`config.mk`:
```
export PLATFORM = sky130hd
export DESIGN_NAME = flfa_friction_unit
export DESIGN_NICKNAME = d
export VERILOG_FILES = /design/src/assert_macros.svh /design/src/flfa_pkg.sv /design/src/flfa_friction_unit.sv
export SDC_FILE = /design/constraint.sdc
export NUM_CORES = 1
export LEC_CHECK = 0
export ABC_CLOCK_PERIOD_IN_PS = 7460
export CAP_MARGIN = 10
export CORE_AREA = 2 2 188 190
export DETAILED_ROUTE_END_ITERATION = 6
export DIE_AREA = 0 0 190 192
export DONT_BUFFER_PORTS = 1
export PLACE_DENSITY_LB_ADDON = 0.25
export RECOVER_POWER = 25
export SETUP_SLACK_MARGIN = 0.4
export SKIP_LAST_GASP = 1
export SLEW_MARGIN = 30
export SYNTH_ARGS = -nofsm -noshare
export SYNTH_HDL_FRONTEND = slang
export SYNTH_SLANG_ARGS = --single-unit
export TNS_END_PERCENT = 5
```
`constraint.sdc`:
```
create_clock -name vclk -period 7.46
set_clock_uncertainty 0.15 [all_clocks]
set_input_delay 1.119 -clock vclk [all_inputs]
set_output_delay 1.119 -clock vclk [all_outputs]
set_load 0.05 [all_outputs]
```
`src/assert_macros.svh`:
```
// ----------------------------------------------------------------------------
// Assertion macros
// Shared concurrent assertion forms for the force accumulator RTL.
// ----------------------------------------------------------------------------
`ifndef ASSERT_MACROS_SVH
`define ASSERT_MACROS_SVH
`ifndef SYNTH
`define ASSERT_ALWAYS(lbl, c, rn, expr) \
  lbl: assert property (@(posedge c) disable iff (!rn) (expr)) \
    else $error("assertion failed");
`define ASSERT_IMPLY(lbl, c, rn, ante, cons) \
  lbl: assert property (@(posedge c) disable iff (!rn) (ante) |-> (cons)) \
    else $error("assertion failed");
`define ASSERT_NEXT(lbl, c, rn, ante, cons) \
  lbl: assert property (@(posedge c) disable iff (!rn) (ante) |=> (cons)) \
    else $error("assertion failed");
`else
`define ASSERT_ALWAYS(lbl, c, rn, expr)
`define ASSERT_IMPLY(lbl, c, rn, ante, cons)
`define ASSERT_NEXT(lbl, c, rn, ante, cons)
`endif
`endif

```
`src/flfa_pkg.sv`:
```
// ----------------------------------------------------------------------------
// Force accumulator package
// Beat types, register indexes and shared constants.
// ----------------------------------------------------------------------------
package flfa_pkg;

  localparam int MAX_FORCES_DEF = 16;
  localparam int Q_FRAC         = 16;
  localparam int CFG_IDX_W      = 3;
  localparam int CFG_DATA_W     = 32;
  localparam int ACTIVE_W       = 5;

  localparam logic [CFG_IDX_W-1:0] CFG_GRAVITY  = 3'd0;
  localparam logic [CFG_IDX_W-1:0] CFG_FRICTION = 3'd1;
  localparam logic [CFG_IDX_W-1:0] CFG_DIR_X    = 3'd2;
  localparam logic [CFG_IDX_W-1:0] CFG_DIR_Y    = 3'd3;
  localparam logic [CFG_IDX_W-1:0] CFG_DIR_Z    = 3'd4;

  localparam logic ACT_ADD  = 1'b0;
  localparam logic ACT_CALC = 1'b1;

  localparam logic signed [31:0] DIR_Y_RESET = -32'sd65536;

  typedef struct packed {
    logic              action;
    logic signed [31:0] vel_x;
    logic signed [31:0] vel_y;
    logic signed [31:0] vel_z;
  } in_t;

  typedef struct packed {
    logic signed [31:0]   sum_x;
    logic signed [31:0]   sum_y;
    logic signed [31:0]   sum_z;
    logic                 add_dropped;
    logic [ACTIVE_W-1:0]  active_count;
  } out_t;

  typedef struct packed {
    logic signed [31:0] x;
    logic signed [31:0] y;
    logic signed [31:0] z;
  } entry_t;

endpackage

```
`src/flfa_friction_unit.sv`:
```
// ----------------------------------------------------------------------------
// Friction unit
// Moves each axis of one force entry toward zero and flags an all-zero result.
// ----------------------------------------------------------------------------
module flfa_friction_unit (
  input  flfa_pkg::entry_t ent,
  input  logic [30:0]      fric,
  output flfa_pkg::entry_t res,
  output logic             all_zero
);

  function automatic logic signed [31:0] rub(input logic signed [31:0] a,
                                             input logic [30:0] f);
    logic signed [32:0] ax;
    logic signed [32:0] fx;
    logic signed [32:0] d;
    logic signed [31:0] r;
    ax = {a[31], a};
    fx = {2'b00, f};
    r  = a;
    if (a > 32'sd0) begin
      d = ax - fx;
      r = (d <= 33'sd0) ? 32'sd0 : d[31:0];
    end else if (a < 32'sd0) begin
      d = ax + fx;
      r = (d >= 33'sd0) ? 32'sd0 : d[31:0];
    end
    return r;
  endfunction

  always_comb begin
    res.x    = rub(ent.x, fric);
    res.y    = rub(ent.y, fric);
    res.z    = rub(ent.z, fric);
    all_zero = (res.x == 32'sd0) && (res.y == 32'sd0) && (res.z == 32'sd0);
  end

endmodule

```
==> results of run 1 <==
## repair_timing
action / in CTS / in global routing
pin swaps: 27 / 56
setup buffers: 12 / 23
endpoints found under the hold margin: 0 / 0
resized for setup: 91 / 174
gates cloned: 0 / 0
setup endpoints to repair: 1 / 1
## final timing paths
check | endpoint | slack (ns) | cells after the start
setup / recovery | all_zero | 0.33 | 17
hold / removal | res[95] | 2.35 | 2
## final cells by class
class                           count  area share
Tap cell                          455      0.0324
Multi-Input combinational cell   1879       0.789
Inverter                          139      0.0322
Timing Repair Buffer              327       0.146
## cell usage after synthesis (all sizes together) (8+ instances only)
master and number:
nand3 57, o31ai 19, o221a 9, ha 186
xnor2 63, a21oi 238, o21bai 35, and3 13
nor4 51, o211ai 30, nor2b 24, or3 57
o22a 8, nor2 219, a211oi 33, inv 137
nor3 69, nand2b 40, buf 33, nand2 159
xor2 12, o31a 10, o21a 28, or2 9
a21o 34, clkbuf 84, nand4 48, a2111oi 14
o21ai 146, and2 24, mux2i 8, o22ai 17
a221oi 28, a31oi 19, o2111ai 13, or4 18
## stage by stage
stage | instance area, µm² | TNS, ns | util | setup slack [ns] | std cells
after detailed placement | 16000 | -0.110 | 0.467 | -0.110 | 2765
after global placement | 16000 | 0 | 0.467 | 0.0511 | 2765
final | 17600 | 0 | 0.513 | 0.328 | 2800
after floorplan | 13700 | 0 | - | 0.414 | 2135
after global routing | 17600 | 0 | 0.513 | 0.161 | 2800
after CTS | 16600 | 0 | 0.483 | 0.404 | 2777
## layer usage
metal | up-vias | routed length, µm
li1 | 8430 | -
met1 | 9278 | 34900
met2 | 1424 | 33500
met3 | 219 | 10800
met4 | 4 | 4010
met5 | - | 26
## power by group through the flow
stage	registers, µW	clock network, µW	logic [µW]
floorplan	0	0	1320
global placement	0	0	2060
detailed placement	0	0	2060
CTS	0	0	2130
global route	0	0	2400
finish	0	0	2310
## layout by cell type (no fill, tap or decap), drive strengths merged, types with 11 or more instances in the layout
cell type,count
a221oi,28
nor2b,24
nand2,159
ha,186
nor2,219
buf,316
xnor2,63
o21ai,146
and2,24
o21bai,35
xor2,12
nand4,48
clkinvlp,11
nor3,69
o2111ai,13
o21a,28
nand3,57
clkbuf,11
a31oi,19
o31ai,19
nor4,51
a211oi,33
a21oi,238
a21o,34
nand2b,40
o211ai,30
or4,18
inv,126
and3,13
a2111oi,14
or3,57
o22ai,17
## kinds of logic after synthesis
kind of cell    after synthesis  share of synthesized area
simple gates                818                      0.302
compound gates              785                      0.388
buf+inv                     256                     0.0760
fa+ha+maj                   192                      0.179
xor+xnor                     75                     0.0481
mux                           9                    0.00669
==> impl_metrics.ini, run 1 <==
[outcome]
status = complete, but fails checks
violations = capacitance limit, slew limit

[layout]
seq_cells = 0
final_nets = 2666
multi_input_area_um2 = 13900
diodes = 0
regArea_um2 = 0
clkbuf_count = 0
areaGrowthSynthToFinish_pct = 28.7
drive_gt1_frac = 0.235
fillers = 3588

[drt]
ant_nets = 0
via_per_inst = 6.91
wire_per_inst_um = 29.7
drtIter0Drc = 2710
vias = 19355
routed_wl_um = 83200
drt-pass1-iter-count = 7
drcViolationCount = 0

[cts]
cts_hold_buf = 0

[global_route]
grt_pass1_vias = 17815
grt_use_total = 0.432
grt.busiest_layer = met2
grt_max_degree = 23
grtUsageMet2 = 0.635
overflow = 0
grt_pass1_wl_um = 118000
use_met1 = 0.599
antenna_found_initial = 2
use_met3 = 0.112

[power_and_ir_drop]
comb_power_share = 1.000
seqPwrFrac = 0
vdd_ir_drop_max_v = 0.0000981
powerDensity_nw_per_um2 = 131
p_int_uw = 786
p_leak_uw = 0.00718
netSwitchingFraction = 0.659
finalPower_uw = 2310
switchingPower_uw = 1520
p_clk_frac = 0

[yosys]
netlist_area_um2 = 13700
netlist.area_leader.share = 0.170
yosys_warnings = 0
synthTopCellsByArea = ha_1 17%, a21oi_1 8.5%, nor2_1 6.0%
syn_inst = 2135
synth-seq-area-share = 0
yosys.cell_types.count = 101
syn_nets = 2454
yosysTopAreaCell = ha_1
avgSynthCellArea_um2 = 6.39

[die]
die_x_um = 190
die_h_um = 192
core.rowCount = 68
coreArea_um2 = 34300
die_area_um2 = 36500
io_pins = 224
start_util = 0.398

[sta]
hold_viol = 0
fin_crit_sh = 0.956
rsz0062_at_grt = yes
hold-worst-slack_ns = 2.35
max_slew.worst_pin.slew_ns = 1.64
period_minus_slack_ns = 7.13
max_freq_mhz = 140
slew_headroom = -0.103
finalSetupViolCount = 0
slew_viol_final = 2

[critical_path]
startpoint = fric[8]
cpMaxStageDelayCell = or4_4
worstSetupPathType = in2out
crit_buf_inv = 4
worstPathCellList = clkinvlp_4 > ha_4 > buf_4 > a21oi_1 > o31ai_1 > a21boi_1 > nand2_2 > a211oi_1 > or3_1 > nand3b_1 > or4_4 > a2111oi_4 > buf_4 > nand4_1 > or4_4 > nor2_4 > buf_12
crit_fanout = 8
worst_path_largest_cell_delay_ns = 0.60
cpLargestDelayFamily = simple AND/OR/NAND/NOR gates
critPathArrivalTime_ns = 5.86
worst_setup_path_end_kind = output port
start_kind = input pin
cp.required_ns = 6.19

[placement]
dp_hpwl_um = 69700
place_congestion = 1.07
portBuffers = 0

[worst_hold_path]
hp-class = in2out
min_from = ent[95]

[run]
cap_viol_max_count = 2
Note: power is estimated with default switching activity, not from simulation.
==> inputs of run 2 (changes only) <==
--- a/config.mk
+++ b/config.mk
@@ -5,11 +5,10 @@
 export SDC_FILE = /design/constraint.sdc
 export NUM_CORES = 1
 export LEC_CHECK = 0
-export ABC_CLOCK_PERIOD_IN_PS = 7460
 export CAP_MARGIN = 10
-export CORE_AREA = 2 2 188 190
+export CORE_AREA = 2 2 237 239
 export DETAILED_ROUTE_END_ITERATION = 6
-export DIE_AREA = 0 0 190 192
+export DIE_AREA = 0 0 239 241
 export DONT_BUFFER_PORTS = 1
 export PLACE_DENSITY_LB_ADDON = 0.25
 export RECOVER_POWER = 25
==> run 2 against run 1 <==
Critical path depth increased by 2. Hold slack improved by 0.14 ns. The flow still finishes with violations (capacitance limit, slew limit). Cell count up 8.5%. Sequential share of layout area did not move. First-iteration DRC count down 13%. Cell area decreased by 0.80%. Core utilization fell by 19 points. Clock-buffer cell count stayed put. Worst setup slack gained 0.052 ns. Critical endpoint unchanged. Die area is 58% higher. Maximum frequency increased by 0.73%. Non-clock buffer count decreased by 16. Critical path type unchanged.
==> impl_metrics.ini, run 2 (synthesis gave the netlist of run 1 again) <==
[sta]
max_slew.worst_pin.slew_ns = 1.53
slew_viol_final = 2
max_freq_mhz = 141
rsz0062_at_grt = yes
setup_tns_ns = 0
fin_crit_sh = 0.949
finalSetupViolCount = 0
period_minus_slack_ns = 7.08
hold_viol = 0
slew_headroom = -0.0327
layout_setup_ws_ns = 0.380

[die]
coreArea_um2 = 54900
die_x_um = 239
die_area_um2 = 57600
core.rowCount = 86
start_util = 0.249
io_pins = 224
die_h_um = 241

[worst_hold_path]
whs_path_depth = 2
worstHoldEndpoint = res[95]
hp-class = in2out
min_from = ent[95]

[drt]
drtIter0Drc = 2367
vias = 18650
wire_per_inst_um = 28.1
drt-pass1-iter-count = 6
via_per_inst = 6.14
ant_nets = 0
routed_wl_um = 85300
drcViolationCount = 0

[layout]
clkbuf_count = 0
layout_commonest_cell = buf_4
fillers = 6069
regArea_um2 = 0
stdcell_area_um2 = 17400
seq_cells = 0
final_cell_mix = 285 x buf_4, 217 x nor2_1, 210 x a21oi_1
final_nets = 2650
areaGrowthSynthToFinish_pct = 27.7
final_cell_count_no_fill = 3038
drive_gt1_frac = 0.215

[global_route]
overflow = 0
grt_max_degree = 25
grt_pass1_vias = 17346
grt_use_total = 0.280
grt_pass1_wl_um = 120000
antenna_found_initial = 1

[critical_path]
critPathArrivalTime_ns = 5.81
start_kind = input pin
crit_fanout = 7
worst_setup_path_end_kind = output port
worstSetupPathType = in2out
cp.required_ns = 6.19

[run]
cap_viol_max_count = 2

[placement]
dp_cells = 3002
dpl-instance-area_um2 = 16200
place_ws_ns = -0.209
dp_hpwl_um = 72900
portBuffers = 0
place_congestion = 1.09

[cts]
cts_hold_buf = 0

[outcome]
violations = capacitance limit, slew limit
status = complete, but fails checks
[run 2: what timing repair did]
item / CTS / global route
gates resized for setup: 86 / 120
pin swaps: 21 / 47
endpoints found under the setup margin: 1 / 1
buffers inserted: 9 / 22
[run 2: how the worst max path moves through the flow]
stage	slack, ns	endpoint	start
finish	0.38	all_zero	fric[9]
global route	0.31	all_zero	fric[9]
CTS	0.40	all_zero	fric[2]
detailed placement	-0.21	all_zero	fric[5]
global placement	-0.26	all_zero	fric[5]
floorplan	0.41	all_zero	ent[64]
[run 2: critical path, cell delays in order]
cell and delay [ns]:
clkinvlp_4 0.22, ha_2 0.40, a21oi_1 0.22, o21ai_1 0.20
a211o_1 0.37, o211a_1 0.29, nor3_2 0.17, or3_1 0.27
buf_4 0.18, o32ai_1 0.15, o21ai_2 0.27, o2111ai_1 0.25
nor4_2 0.33, buf_4 0.19, and4_1 0.18, nand4_1 0.14
or4_4 0.47, nor2_4 0.18, buf_12 0.15
[run 2: final cells by class]
class	count	area [µm²]	share of cell area
Multi-Input combinational cell	1879	13600	0.781
Timing Repair Buffer	311	2360	0.136
Tap cell	704	881	0.0505
Inverter	139	556	0.0319
Antenna cell	5	12.5	0.000718
[run 2: per-layer routing]
layer	global-route usage	vias up	part of all wire
li1	-	8412	-
met1	0.365	8977	0.41
met2	0.439	1073	0.43
met3	0.0573	188	0.099
met4	0.135	0	0.060
met5	0	-	0
[run 2: through the flow]
| stage | hold slack, ns | util |
|---|---|---|
| after CTS | 2.47 | 0.304 |
| after detailed placement | 2.47 | 0.296 |
| final | 2.49 | 0.318 |
| after global placement | 2.48 | 0.296 |
| after global routing | 2.47 | 0.318 |
| after floorplan | 2.40 | - |
